--- config.mk ---
export PLATFORM = sky130hd
export DESIGN_NAME = checked_record_frame_decoder_flat
export DESIGN_NICKNAME = d
export VERILOG_FILES = /design/src/design/crfd_pkg.sv /design/src/design/crfd_if.sv /design/src/design/crfd_ram.sv /design/src/design/crfd_hash.sv /design/src/design/checked_record_frame_decoder.sv /design/src/flat_wrapper.sv
export SDC_FILE = /design/constraint.sdc
export NUM_CORES = 2
export LEC_CHECK = 0
export BUFFER_PORTS_ARGS = -buffer_cell sky130_fd_sc_hd__buf_4
export CAP_MARGIN = 10
export CORE_MARGIN = 3
export CORE_UTILIZATION = 50
export DETAILED_ROUTE_END_ITERATION = 6
export PLACE_DENSITY = 0.66
export RECOVER_POWER = 100
export SKIP_CTS_REPAIR_TIMING = 1
export SKIP_LAST_GASP = 1
export SYNTH_ARGS = -nofsm -noshare
export SYNTH_HDL_FRONTEND = slang
export SYNTH_HIERARCHICAL = 1
export SYNTH_SLANG_ARGS = --single-unit
export TNS_END_PERCENT = 100
--- constraint.sdc ---
create_clock -name clk -period 6.8 [get_ports clk]
set_clock_uncertainty 0.1 [all_clocks]
set_input_delay 0.68 -clock clk [delete_from_list [all_inputs] [get_ports clk]]
set_output_delay 0.68 -clock clk [all_outputs]
set_load 0.02 [all_outputs]
--- src/design/crfd_pkg.sv ---
// Package for the checked record frame decoder: constants and types.
// No dependencies.
package crfd_pkg;

    localparam logic [31:0] FNV_BASIS = 32'd2166136261;
    localparam logic [31:0] FNV_PRIME = 32'd16777619;
    localparam logic [7:0]  MAGIC_0   = 8'h46;
    localparam logic [7:0]  MAGIC_1   = 8'h53;
    localparam logic [7:0]  MAGIC_2   = 8'h49;
    localparam logic [7:0]  MAGIC_3   = 8'h32;
    localparam logic [15:0] HDR_LEN   = 16'd6;
    localparam logic [15:0] SUM_LEN   = 16'd4;

    localparam logic [1:0] REG_VERSION  = 2'd0;
    localparam logic [1:0] REG_MAX_REC  = 2'd1;
    localparam logic [1:0] REG_MAX_QTY  = 2'd2;

    localparam logic OP_BYTE    = 1'b0;
    localparam logic OP_CATALOG = 1'b1;

    typedef struct packed {
        logic        opcode;
        logic [7:0]  data_byte;
        logic        frame_end;
        logic [5:0]  catalog_index;
        logic [15:0] catalog_id;
    } in_item_t;

    typedef struct packed {
        logic       frame_ok;
        logic [5:0] entry_index;
        logic [7:0] quantity;
        logic       last_result;
    } out_item_t;

    typedef struct packed {
        logic [1:0] index;
        logic [7:0] data;
    } cfg_item_t;

endpackage

--- src/design/crfd_if.sv ---
// Valid/ready channel interfaces for items and configuration writes.
// Depends on crfd_pkg.
interface crfd_in_if
    import crfd_pkg::*;
();
    logic     valid;
    logic     ready;
    in_item_t data;
    modport source (output valid, output data, input ready);
    modport sink (input valid, input data, output ready);
endinterface

interface crfd_out_if
    import crfd_pkg::*;
();
    logic      valid;
    logic      ready;
    out_item_t data;
    modport source (output valid, output data, input ready);
    modport sink (input valid, input data, output ready);
endinterface

interface crfd_cfg_if
    import crfd_pkg::*;
();
    logic      valid;
    logic      ready;
    cfg_item_t data;
    modport source (output valid, output data, input ready);
    modport sink (input valid, input data, output ready);
endinterface

--- src/design/crfd_ram.sv ---
// Generic single-port-write, single-read RAM with registered read data.
// No dependencies.
module crfd_ram #(
    parameter int WIDTH = 16,
    parameter int DEPTH = 32,
    parameter int AW    = (DEPTH > 1) ? $clog2(DEPTH) : 1
) (
    input  logic             clk,
    input  logic             we,
    input  logic [AW-1:0]    waddr,
    input  logic [WIDTH-1:0] wdata,
    input  logic [AW-1:0]    raddr,
    output logic [WIDTH-1:0] rdata
);
    logic [WIDTH-1:0] mem [DEPTH];

    always_ff @(posedge clk)
    begin
        if (we)
        begin
            mem[waddr] <= wdata;
        end
        rdata <= mem[raddr];
    end
endmodule

--- src/design/crfd_hash.sv ---
// FNV-1a step unit: one xor-multiply by the prime, result registered.
// Depends on crfd_pkg.
module crfd_hash
    import crfd_pkg::*;
(
    input  logic        clk,
    input  logic        rst_n,
    input  logic        init,
    input  logic        step,
    input  logic [7:0]  byte_in,
    output logic [31:0] hash
);
    logic [31:0] hash_reg;
    logic [31:0] hash_next;

    always_comb
    begin
        hash_next = hash_reg;
        if (init)
        begin
            hash_next = FNV_BASIS;
        end
        else if (step)
        begin
            hash_next = (hash_reg ^ {24'd0, byte_in}) * FNV_PRIME;
        end
    end

    always_ff @(posedge clk or negedge rst_n)
    begin
        if (!rst_n)
        begin
            hash_reg <= FNV_BASIS;
        end
        else
        begin
            hash_reg <= hash_next;
        end
    end

    assign hash = hash_reg;
endmodule

--- src/design/checked_record_frame_decoder.sv ---
// Checked record frame decoder: takes a frame one byte an item, checks header, length
// and FNV-1a checksum, and reports catalog quantities. A byte is taken only when the
// last is done; one that completes a record searches the catalog RAM one slot a cycle.
// An accepted frame answers with ITEM_COUNT results, one a cycle while the output is
// ready; a rejected one with a single failure result. No clearing pass: per-frame marks
// are flip-flops cleared as results go out, or all at once after a rejected frame.
module checked_record_frame_decoder
    import crfd_pkg::*;
#(
    parameter int ITEM_COUNT = 32
) (
    input logic     clk,
    input logic     rst_n,
    crfd_in_if.sink   in_ch,
    crfd_out_if.source out_ch,
    crfd_cfg_if.sink  cfg
);
    localparam int IW = (ITEM_COUNT > 1) ? $clog2(ITEM_COUNT) : 1;
    localparam logic [6:0] LAST_SLOT = 7'(ITEM_COUNT - 1);

    localparam logic [2:0] S_IDLE   = 3'd0;
    localparam logic [2:0] S_BYTE   = 3'd1;
    localparam logic [2:0] S_SEARCH = 3'd2;
    localparam logic [2:0] S_CHECK  = 3'd3;
    localparam logic [2:0] S_EMIT   = 3'd4;
    localparam logic [2:0] S_FAIL   = 3'd5;

    logic [2:0]  state_reg;
    logic [7:0]  version_reg, maxrec_reg, maxqty_reg;
    logic [7:0]  trail_reg [4];
    logic [15:0] pos_reg;
    logic [7:0]  count_reg;
    logic [15:0] rec_id_reg;
    logic [7:0]  rec_qty_reg;
    logic [1:0]  phase_reg;
    logic [15:0] rec_end_reg;
    logic        err_reg;
    logic [7:0]  byte_reg;
    logic        end_reg;
    logic [6:0]  scan_reg;
    logic        rd_valid_reg;
    logic [IW-1:0] rd_slot_reg;
    logic [7:0]  qty_reg  [ITEM_COUNT];
    logic        seen_reg [ITEM_COUNT];

    logic        hash_init, hash_step;
    logic [31:0] hash;
    logic [15:0] ram_rdata;
    logic        ram_we;
    logic        in_fire;

    assign in_fire = in_ch.valid && in_ch.ready;
    assign in_ch.ready = (state_reg == S_IDLE);
    assign cfg.ready = 1'b1;
    assign ram_we = in_fire && in_ch.data.opcode == OP_CATALOG
                    && {1'b0, in_ch.data.catalog_index} < 7'(ITEM_COUNT);

    crfd_ram #(.WIDTH(16), .DEPTH(ITEM_COUNT)) u_ids (
        .clk(clk), .we(ram_we), .waddr(in_ch.data.catalog_index[IW-1:0]),
        .wdata(in_ch.data.catalog_id), .raddr(scan_reg[IW-1:0]), .rdata(ram_rdata)
    );

    assign hash_step = (state_reg == S_BYTE) && pos_reg >= SUM_LEN;
    assign hash_init = (state_reg == S_EMIT && scan_reg == LAST_SLOT && out_ch.ready)
                       || (state_reg == S_FAIL && out_ch.ready);

    crfd_hash u_hash (
        .clk(clk), .rst_n(rst_n), .init(hash_init), .step(hash_step),
        .byte_in(trail_reg[0]), .hash(hash)
    );

    always_ff @(posedge clk or negedge rst_n)
    begin
        if (!rst_n)
        begin
            version_reg <= 8'd2;
            maxrec_reg  <= 8'd32;
            maxqty_reg  <= 8'd255;
        end
        else if (cfg.valid)
        begin
            unique case (cfg.data.index)
                REG_VERSION: version_reg <= cfg.data.data;
                REG_MAX_REC: maxrec_reg  <= cfg.data.data;
                REG_MAX_QTY: maxqty_reg  <= cfg.data.data;
                default: ;
            endcase
        end
    end

    logic [31:0] stored;
    logic        ok;
    assign stored = {trail_reg[3], trail_reg[2], trail_reg[1], trail_reg[0]};
    assign ok = !err_reg && pos_reg >= HDR_LEN
                && pos_reg == HDR_LEN + 16'(count_reg) * 16'd3 + SUM_LEN
                && stored == hash;

    always_ff @(posedge clk or negedge rst_n)
    begin
        if (!rst_n)
        begin
            state_reg <= S_IDLE;
            pos_reg <= '0; count_reg <= '0; err_reg <= 1'b0; phase_reg <= '0;
            scan_reg <= '0; rd_valid_reg <= 1'b0; rd_slot_reg <= '0;
            byte_reg <= '0; end_reg <= 1'b0; rec_id_reg <= '0; rec_qty_reg <= '0;
            rec_end_reg <= HDR_LEN;
            for (int i = 0; i < 4; i++) trail_reg[i] <= '0;
            for (int i = 0; i < ITEM_COUNT; i++)
            begin
                qty_reg[i] <= '0; seen_reg[i] <= 1'b0;
            end
        end
        else
        begin
            unique case (state_reg)
                S_IDLE:
                begin
                    if (in_fire && in_ch.data.opcode == OP_BYTE)
                    begin
                        byte_reg  <= in_ch.data.data_byte;
                        end_reg   <= in_ch.data.frame_end;
                        state_reg <= S_BYTE;
                    end
                end
                S_BYTE:
                begin
                    trail_reg[0] <= trail_reg[1];
                    trail_reg[1] <= trail_reg[2];
                    trail_reg[2] <= trail_reg[3];
                    trail_reg[3] <= byte_reg;
                    if ((pos_reg == 16'd0 && byte_reg != MAGIC_0)
                        || (pos_reg == 16'd1 && byte_reg != MAGIC_1)
                        || (pos_reg == 16'd2 && byte_reg != MAGIC_2)
                        || (pos_reg == 16'd3 && byte_reg != MAGIC_3)
                        || (pos_reg == 16'd4 && byte_reg != version_reg)
                        || (pos_reg == 16'd5 && byte_reg > maxrec_reg))
                    begin
                        err_reg <= 1'b1;
                    end
                    if (pos_reg == 16'd5)
                    begin
                        count_reg   <= byte_reg;
                        rec_end_reg <= HDR_LEN + 16'(byte_reg) * 16'd3;
                    end
                    if (pos_reg != 16'hFFFF) pos_reg <= pos_reg + 16'd1;
                    state_reg <= end_reg ? S_CHECK : S_IDLE;
                    if (pos_reg >= HDR_LEN && pos_reg < rec_end_reg)
                    begin
                        unique case (phase_reg)
                            2'd0: begin rec_id_reg[7:0] <= byte_reg; phase_reg <= 2'd1; end
                            2'd1: begin rec_id_reg[15:8] <= byte_reg; phase_reg <= 2'd2; end
                            default:
                            begin
                                rec_qty_reg  <= (byte_reg > maxqty_reg) ? maxqty_reg
                                                                        : byte_reg;
                                phase_reg    <= 2'd0;
                                scan_reg     <= '0;
                                rd_valid_reg <= 1'b0;
                                state_reg    <= S_SEARCH;
                            end
                        endcase
                    end
                end
                S_SEARCH:
                begin
                    // Read address runs one slot ahead of the compare.
                    rd_valid_reg <= scan_reg <= LAST_SLOT;
                    rd_slot_reg  <= scan_reg[IW-1:0];
                    scan_reg     <= scan_reg + 7'd1;
                    if (rd_valid_reg && ram_rdata == rec_id_reg)
                    begin
                        if (seen_reg[rd_slot_reg]) err_reg <= 1'b1;
                        else
                        begin
                            qty_reg[rd_slot_reg]  <= rec_qty_reg;
                            seen_reg[rd_slot_reg] <= 1'b1;
                        end
                        state_reg <= end_reg ? S_CHECK : S_IDLE;
                        scan_reg  <= '0;
                    end
                    else if (rd_valid_reg && 7'(rd_slot_reg) == LAST_SLOT)
                    begin
                        state_reg <= end_reg ? S_CHECK : S_IDLE;
                        scan_reg  <= '0;
                    end
                end
                S_CHECK:
                begin
                    scan_reg  <= '0;
                    state_reg <= ok ? S_EMIT : S_FAIL;
                end
                S_EMIT:
                begin
                    if (out_ch.ready)
                    begin
                        qty_reg[scan_reg[IW-1:0]]  <= '0;
                        seen_reg[scan_reg[IW-1:0]] <= 1'b0;
                        if (scan_reg == LAST_SLOT)
                        begin
                            for (int i = 0; i < 4; i++) trail_reg[i] <= '0;
                            pos_reg <= '0; count_reg <= '0; err_reg <= 1'b0;
                            phase_reg <= '0; scan_reg <= '0; rec_end_reg <= HDR_LEN;
                            state_reg <= S_IDLE;
                        end
                        else
                        begin
                            scan_reg <= scan_reg + 7'd1;
                        end
                    end
                end
                S_FAIL:
                begin
                    if (out_ch.ready)
                    begin
                        for (int i = 0; i < ITEM_COUNT; i++)
                        begin
                            qty_reg[i] <= '0; seen_reg[i] <= 1'b0;
                        end
                        for (int i = 0; i < 4; i++) trail_reg[i] <= '0;
                        pos_reg <= '0; count_reg <= '0; err_reg <= 1'b0;
                        phase_reg <= '0; scan_reg <= '0; rec_end_reg <= HDR_LEN;
                        state_reg <= S_IDLE;
                    end
                end
                default: state_reg <= S_IDLE;
            endcase
        end
    end

    assign out_ch.valid = (state_reg == S_EMIT) || (state_reg == S_FAIL);
    always_comb
    begin
        out_ch.data.frame_ok    = (state_reg == S_EMIT);
        out_ch.data.entry_index = (state_reg == S_EMIT) ? scan_reg[5:0] : 6'd0;
        out_ch.data.quantity    = (state_reg == S_EMIT) ? qty_reg[scan_reg[IW-1:0]] : 8'd0;
        out_ch.data.last_result = (state_reg == S_FAIL) || (scan_reg == LAST_SLOT);
    end

`ifndef SYNTH
    a_ready_idle: assert property (@(posedge clk) disable iff (!rst_n)
        in_ch.ready |-> !out_ch.valid)
        else $error("input ready while results pending");
    a_fail_empty: assert property (@(posedge clk) disable iff (!rst_n)
        (out_ch.valid && !out_ch.data.frame_ok) |-> (out_ch.data.quantity == 8'd0
        && out_ch.data.last_result))
        else $error("malformed failure result");
    a_hold: assert property (@(posedge clk) disable iff (!rst_n)
        (out_ch.valid && !out_ch.ready) |=> out_ch.valid)
        else $error("result dropped while stalled");
`endif
endmodule
--- src/flat_wrapper.sv ---
// flat-port wrapper written by rule: the top's interface ports become plain ports
module checked_record_frame_decoder_flat import crfd_pkg::*;
#(
    parameter int ITEM_COUNT = 32
)
  (clk, rst_n, in_ch_valid, in_ch_data, in_ch_ready, out_ch_valid, out_ch_data, out_ch_ready, cfg_valid, cfg_data, cfg_ready);
  crfd_in_if in_ch_i ();
  crfd_out_if out_ch_i ();
  crfd_cfg_if cfg_i ();
  input logic clk;
  input logic rst_n;
  input wire logic [$bits(in_ch_i.valid)-1:0] in_ch_valid;
  input wire logic [$bits(in_ch_i.data)-1:0] in_ch_data;
  output wire logic [$bits(in_ch_i.ready)-1:0] in_ch_ready;
  output wire logic [$bits(out_ch_i.valid)-1:0] out_ch_valid;
  output wire logic [$bits(out_ch_i.data)-1:0] out_ch_data;
  input wire logic [$bits(out_ch_i.ready)-1:0] out_ch_ready;
  input wire logic [$bits(cfg_i.valid)-1:0] cfg_valid;
  input wire logic [$bits(cfg_i.data)-1:0] cfg_data;
  output wire logic [$bits(cfg_i.ready)-1:0] cfg_ready;
  assign in_ch_i.valid = in_ch_valid;
  assign in_ch_i.data = in_ch_data;
  assign in_ch_ready = in_ch_i.ready;
  assign out_ch_valid = out_ch_i.valid;
  assign out_ch_data = out_ch_i.data;
  assign out_ch_i.ready = out_ch_ready;
  assign cfg_i.valid = cfg_valid;
  assign cfg_i.data = cfg_data;
  assign cfg_ready = cfg_i.ready;
  checked_record_frame_decoder #(.ITEM_COUNT(ITEM_COUNT)) u_core (.clk(clk), .rst_n(rst_n), .in_ch(in_ch_i), .out_ch(out_ch_i), .cfg(cfg_i));
endmodule
== Yosys cells after proc, flatten, opt, wreduce, memory -nomap -nowiden ==
Memory sizes are Yosys's and may differ from the RTL's. A register that Yosys moved wholly into a read port is not among the register bits.
Cells that the tools add are included.
Word-level totals
  logic and storage cells: 296
  output and inout port bits: 19
  register bits: 468
  input port bits: 47
  bits in writable memories: 512
  memories kept: 1
Memory list
  u_core.u_ids.mem: words 32, bits a word 16, rd ports 1, clocked after memory_dff 1, write ports 1, line crfd_ram.sv:15  | logic [WIDTH-1:0] mem [DEPTH];
Operators by class
  mux-type cells: 85
  add/subtract/negate cells: 5
  bitwise gates (word level): 10
  multipliers: 3
  eq/ne operators: 37
  $lt $le $gt $ge: 11
  reduce and logical (&&, ||, !) cells: 58
Operators with widths (number)
  256-bit 2-to-1 mux: 4
  256-bit case mux with 3 select lines: 1
  256-bit AND: 1
  256-bit bitwise mux: 1
  32-bit 2-to-1 mux: 8
  256-bit inverter: 1
  32-bit case mux with 3 select lines: 2
  16-bit 2-to-1 mux: 8
  16-bit case mux with 3 select lines: 2
  8-bit demux with 5-bit select: 2
  8-bit 2-to-1 mux: 10
  7-bit 2-to-1 mux: 7
  8-bit binary-select mux with 5-bit select: 1
  7-bit case mux with 5 select lines: 1
  32-bit AND: 1
  16-bit equality test: 2
  16-bit by 2-bit equality test with 1-bit output (second input constant): 2
  16-bit by 3-bit equality test with 1-bit output (second input constant): 2
  32-bit equality test: 1
  16-bit by 3-bit >= comparator with 1-bit output (second input constant): 2
  32-bit by 25-bit multiplier with 32-bit output (second input constant): 1
  32-bit inverter: 1
  32-bit bitwise OR: 1
  32-bit by 8-bit bitwise XOR with 32-bit output: 1
  56 further kinds: 146

== Longest topological paths before layout ==
  depth in word-level cells: 9
  depth in mapped cells: 20

== Modules after synthesis ==
Netlist, hierarchy kept.
By module, submodules not included
  checked_record_frame_decoder: cells each 1927, times used 1, area an instance 21612.0 um2
  crfd_ram: cells each 1143, times used 1, area an instance 20534.7 um2
  crfd_hash: cells each 719, times used 1, area an instance 6951.7 um2

== Least setup slack after synthesis ==
OpenSTA, ideal clock, no wires.
  path kind: register to register
  start: register u_core.u_hash.hash_reg[7] (netlist: u_core/u_hash/hash[7])
  end: register u_core.u_hash.hash_reg[23] (netlist: u_core/u_hash/hash[23])
  required time: 6.578 ns
  stages on the path, launching flop included: 19
  arrival time: 5.241 ns
  path slack: 1.338 ns
  period minus slack after synthesis: 5.462 ns
  cells stage by stage: dfstp_2 > xor2_1 > ha_1 > ha_1 > fa_1 > ha_1 > fa_1 > ha_1 > inv_1 > fa_1 > inv_1 > ha_1 > a21oi_1 > nand3_1 > o31a_1 > o211a_1 > o21a_1 > or3_1 > a32o_1
Between the ends
  word-level cells in the longest chain between the ends: 4
Ends and longest elaborated chain
  start: declaration: line crfd_hash.sv:13  | logic [31:0] hash_reg;
  start signal: assignment: line crfd_hash.sv:37  | hash_reg <= hash_next;
  32-bit by 8-bit bitwise XOR with 32-bit output: line crfd_hash.sv:25  | hash_next = (hash_reg ^ {24'd0, byte_in}) * FNV_PRIME;
  32-bit by 25-bit multiplier with 32-bit output: line crfd_hash.sv:25
  32-bit 2-to-1 mux: line crfd_hash.sv:23  | else if (step)
  32-bit 2-to-1 mux: line crfd_hash.sv:19  | if (init)
No other way between the ends. The select of a mux whose other input is x is not followed.
A chain may end at the register's enable or synchronous reset.

== Worst setup path after layout ==
  start: register u_core.scan_reg[1]
  end: output out_ch_data[8]
Between the ends
  word-level cells in the longest chain between the ends: 5
Ends and longest elaborated chain
  start: declaration: line checked_record_frame_decoder.sv:40  | logic [6:0] scan_reg;
  start signal: assignment: line checked_record_frame_decoder.sv:169  | scan_reg <= scan_reg + 7'd1;
  start signal: assignment: line checked_record_frame_decoder.sv:207  | scan_reg <= scan_reg + 7'd1;
  5-bit inverter with 6-bit output (not written as such): line checked_record_frame_decoder.sv:235  | out_ch.data.quantity = (state_reg == S_EMIT) ? qty_reg[scan_reg[IW-1:0]] : 8'd0;
  8-bit binary-select mux with 5-bit select: line checked_record_frame_decoder.sv:235
  8-bit 2-to-1 mux (not written as such) (2 in a row): line checked_record_frame_decoder.sv:235
  8-bit 2-to-1 mux: line checked_record_frame_decoder.sv:235
  end: declaration: line flat_wrapper.sv:16  | output wire logic [$bits(out_ch_i.data)-1:0] out_ch_data;
No other way between the ends. The select of a mux whose other input is x is not followed.

==> impl_metrics.prom <==
# TYPE chip_impl_metric gauge
chip_impl_metric{name="worstPathMaxFanout",unit=""} 38
chip_impl_metric{name="largest_reg_flops",unit=""} 512
chip_impl_info{name="run_status",value="complete, but fails checks"} 1
chip_impl_metric{name="drt_pre_antenna_iters",unit=""} 6
chip_impl_info{name="cp-end-kind",value="primary output"} 1
chip_impl_metric{name="timing_worst_slew_pin_value",unit="ns"} 3.11
chip_impl_metric{name="dp_hpwl",unit="um"} 78800
chip_impl_info{name="synthTopCellsByCount",value="512 x sky130_fd_sc_hd__edfxtp_1, 435 x sky130_fd_sc_hd__dfrtp_1, 278 x sky130_fd_sc_hd__mux2i_1"} 1
chip_impl_metric{name="drt_drc_violations_left",unit=""} 0
chip_impl_metric{name="post_drt_via_cell_ratio",unit=""} 6.02
chip_impl_metric{name="synth.yosys.warnings",unit=""} 6
chip_impl_metric{name="synth_seq_cells",unit=""} 989
chip_impl_metric{name="floorplan.die_area",unit="sq um"} 102000
chip_impl_metric{name="first_global_vias",unit=""} 31600
chip_impl_info{name="holdCritStartpoint",value="in_ch_data[29]"} 1
chip_impl_metric{name="crit_path_max_incr_delay",unit="ns"} 2.14
chip_impl_info{name="cpMostUsedCell",value="sky130_fd_sc_hd__clkbuf_1"} 1
chip_impl_metric{name="hold_viol",unit=""} 0
chip_impl_metric{name="cp.arrival",unit="ns"} 5.45
chip_impl_info{name="crit_path_start_kind",value="flip-flop"} 1
chip_impl_metric{name="required_time_of_the_critical_path",unit="ns"} 6.02
chip_impl_metric{name="achievable-frequency",unit="GHz"} 0.161
chip_impl_metric{name="level_count_of_the_clock_h_tree",unit=""} 3
chip_impl_metric{name="routed-via-count",unit=""} 31400
chip_impl_metric{name="postSynthAreaPerCell",unit="sq um"} 13.0
chip_impl_metric{name="final-instance-count-excl-fill",unit=""} 5207
chip_impl_metric{name="worst-path-stages",unit=""} 7
chip_impl_metric{name="clock_buffers_created_by_tritoncts",unit=""} 104
chip_impl_metric{name="synthesis.area",unit="sq um"} 49100
chip_impl_metric{name="reg2reg_slack",unit="ns"} 0.73
chip_impl_info{name="synth_top_cells_by_area",value="sky130_fd_sc_hd__edfxtp_1 31%, sky130_fd_sc_hd__dfrtp_1 22%, sky130_fd_sc_hd__ha_1 6.6%, sky130_fd_sc_hd__mux2i_1 5.7%, sky130_fd_sc_hd__o2bb2ai_1 4.5%"} 1
chip_impl_info{name="crit_chain",value="clkbuf_1 > mux4_2 > a22oi_1 > nand3_1 > a21oi_1 > nor2_1 > clkbuf_1"} 1
chip_impl_metric{name="detail-route-antenna-nets",unit=""} 0
chip_impl_info{name="synthDominantAreaCellType",value="sky130_fd_sc_hd__edfxtp_1"} 1
chip_impl_metric{name="area_delta_synth_final",unit="%"} 10.3
chip_impl_info{name="tritoncts",value="built"} 1
chip_impl_metric{name="synth-edff-count",unit=""} 512
chip_impl_metric{name="synth_async_sr_flop_share",unit="%"} 46.6
chip_impl_metric{name="overall_die_height",unit="um"} 319
chip_impl_metric{name="placed_cells_incl_taps",unit=""} 5011
chip_impl_metric{name="finalSetupTns",unit="ns"} 0
chip_impl_metric{name="max_cap_viols",unit=""} 22
chip_impl_metric{name="clk_transition_reported_paths",unit="ns"} 0.06
chip_impl_metric{name="post-route-period-util",unit="%"} 91.6
chip_impl_info{name="ws_path_type",value="flip-flop to primary output"} 1
chip_impl_metric{name="fraction_of_final_layout_cells_with_drive_strength_greater_than_1",unit="%"} 10.2
chip_impl_metric{name="placeable_core_region",unit="sq um"} 97000
chip_impl_metric{name="pins_over_slew_limit",unit=""} 1050
chip_impl_metric{name="design.final.nets",unit=""} 4223
chip_impl_metric{name="share_of_yosys_cell_area_claimed_by_the_top_area_cell_type",unit="%"} 31.3
chip_impl_metric{name="setup_violations",unit=""} 0
chip_impl_metric{name="rows",unit=""} 114
chip_impl_info{name="critical_path.startpoint",value="u_core/scan_reg[1]$_DFFE_PN0P_"} 1
chip_impl_metric{name="num-fill-cells",unit=""} 7976
chip_impl_info{name="crit_path_end",value="out_ch_data[8]"} 1
chip_impl_metric{name="avg_wl_per_cell",unit="um"} 24.0
chip_impl_metric{name="clock_latency",unit="ns"} 0.70
chip_impl_info{name="regToRegStartpoint",value="u_core/u_hash/hash[7]$_DFFE_PN1P_"} 1
chip_impl_metric{name="synthDistinctLibCells",unit=""} 89
chip_impl_metric{name="fin_util",unit="%"} 55.8
chip_impl_metric{name="initialDrtViolationCount",unit=""} 2827
chip_impl_metric{name="place_congestion",unit=""} 0.845
chip_impl_info{name="synthMostInstantiatedCell",value="sky130_fd_sc_hd__edfxtp_1"} 1
chip_impl_metric{name="chip_width",unit="um"} 319
chip_impl_metric{name="clock-sinks",unit=""} 989
chip_impl_metric{name="synth.net_count",unit=""} 4170
chip_impl_metric{name="post_synth_inst_count",unit=""} 3789
chip_impl_metric{name="max_slew_margin",unit="%"} -107
chip_impl_metric{name="yosysSeqAreaShare",unit="%"} 55.5
chip_impl_info{name="regToRegEndpoint",value="u_core/u_hash/hash[31]$_DFFE_PN1P_"} 1
chip_impl_metric{name="buffer_ports.inserted",unit=""} 64
chip_impl_metric{name="grt_antenna_before_repair",unit=""} 0
chip_impl_metric{name="holdWs",unit="ns"} 0.0905
chip_impl_metric{name="post_layout_min_period",unit="ns"} 6.23
chip_impl_metric{name="floorplan.io_pins",unit=""} 66
chip_impl_metric{name="wirelength",unit="um"} 125000
chip_impl_metric{name="grt_first_pass_wirelength",unit="um"} 192000
chip_impl_metric{name="total_gr_overflow",unit=""} 0
chip_impl_info{name="hold_class",value="input port to flip-flop"} 1
chip_impl_info{name="rsz0062_at_grt",value="false"} 1
chip_impl_info{name="cts_root_buf",value="sky130_fd_sc_hd__clkbuf_16"} 1
chip_impl_info{name="failed_checks",value="capacitance limit, slew limit"} 1
chip_impl_info{name="dominantRegCellSynth",value="sky130_fd_sc_hd__edfxtp_1"} 1
chip_impl_info{name="timing.critical_path.slowest_stage_cell",value="sky130_fd_sc_hd__clkbuf_1"} 1
chip_impl_metric{name="tot_gr_track_use",unit="%"} 24.4
chip_impl_metric{name="largest_net_degree_at_the_start_of_global_routing",unit=""} 160
chip_impl_metric{name="r2r_cells",unit=""} 18
chip_impl_info{name="cp_top_family",value="buffers and inverters"} 1
chip_impl_metric{name="initial_utilization",unit="%"} 50.6
chip_impl_metric{name="critical_path.n_buffers_inverters",unit=""} 2
chip_impl_metric{name="max-clock-path-buffers",unit=""} 3
## worst min-delay path by stage
stage / to / cells after the start
finish: u_core/byte_reg[6]$_DFFE_PN0P_ / 3
floorplan: u_core/byte_reg[0]$_DFFE_PN0P_ / 0
detailed placement: u_core/qty_reg[167]$_DFFE_PN0P_ / 1
CTS: u_core/byte_reg[6]$_DFFE_PN0P_ / 1
global placement: u_core/rec_end_reg[6]$_DFFE_PN0P_ / 2
global route: u_core/byte_reg[4]$_DFFE_PN0P_ / 3
## layout by cell type, fill, tap and decap left out, types with 75 or more instances in the layout
| cell type | n |
|---|---|
| sky130_fd_sc_hd__nand3_1 | 75 |
| sky130_fd_sc_hd__clkbuf_1 | 86 |
| sky130_fd_sc_hd__a21oi_1 | 193 |
| sky130_fd_sc_hd__dfrtp_1 | 434 |
| sky130_fd_sc_hd__inv_1 | 229 |
| sky130_fd_sc_hd__ha_1 | 258 |
| sky130_fd_sc_hd__edfxtp_1 | 512 |
| sky130_fd_sc_hd__nor2_1 | 127 |
| sky130_fd_sc_hd__fa_1 | 76 |
| sky130_fd_sc_hd__mux2i_1 | 278 |
| sky130_fd_sc_hd__a22oi_1 | 89 |
| sky130_fd_sc_hd__clkbuf_16 | 105 |
| sky130_fd_sc_hd__o2bb2ai_1 | 254 |
| sky130_fd_sc_hd__o21ai_0 | 123 |
| sky130_fd_sc_hd__nand2_1 | 245 |
## layer usage
layer  GRT usage [%]  routed length, um
met3            4.04               7420
met4            8.43               4090
met2            39.0              58900
met5               0                  0
met1            34.1              54400
## worst reg2reg max path: stages, from the launching register on
cell                       delay, ns
sky130_fd_sc_hd__dfstp_1        0.57
sky130_fd_sc_hd__xor2_1         0.50
sky130_fd_sc_hd__ha_1           0.34
sky130_fd_sc_hd__ha_1           0.31
sky130_fd_sc_hd__fa_1           0.44
sky130_fd_sc_hd__ha_1           0.22
sky130_fd_sc_hd__fa_1           0.45
sky130_fd_sc_hd__ha_1           0.29
sky130_fd_sc_hd__inv_1          0.05
sky130_fd_sc_hd__fa_1           0.47
sky130_fd_sc_hd__inv_1          0.04
sky130_fd_sc_hd__ha_1           0.34
sky130_fd_sc_hd__a21oi_1        0.21
sky130_fd_sc_hd__nand3_1        0.11
sky130_fd_sc_hd__o311ai_1       0.62
sky130_fd_sc_hd__a211oi_1       0.26
sky130_fd_sc_hd__o211ai_2       0.24
sky130_fd_sc_hd__a21oi_1        0.08
sky130_fd_sc_hd__o41a_1         0.36
## cell type report
class | count | area, sq um | share of cell area [%]
Clock buffer | 132 | 2820 | 5.21
Inverter | 229 | 860 | 1.59
Multi-Input combinational cell | 2371 | 19800 | 36.6
Timing Repair Buffer | 147 | 851 | 1.57
Tap cell | 1276 | 1600 | 2.95
Clock inverter | 61 | 916 | 1.69
Sequential cell | 989 | 27300 | 50.4
Antenna cell | 2 | 5.00 | 0.00925
## through the flow
step	instance area, sq um	setup slack [ns]
global route	54100	0.235
CTS	54500	0.715
detailed placement	50800	0.732
finish	54100	0.572
global placement	50800	0.800
floorplan	49100	1.34
## kinds of logic (layout without fill, tap and decap cells)
group,Yosys count,in the layout,synth area share [%]
and+or+nand+nor,674,674,6.72
muxes,379,379,9.45
adders and majority gates,334,334,9.67
xor gates and xnor gates,129,129,2.30
AOI/OAI and AO/OA,854,854,12.3
buffers and inverters,429,569,4.00
other,1,3,0.00764
DFF,989,989,55.5
Power is left out: the tool's default activity adds up to more than one toggle a clock period on the data nets, which glitch-free logic cannot reach.
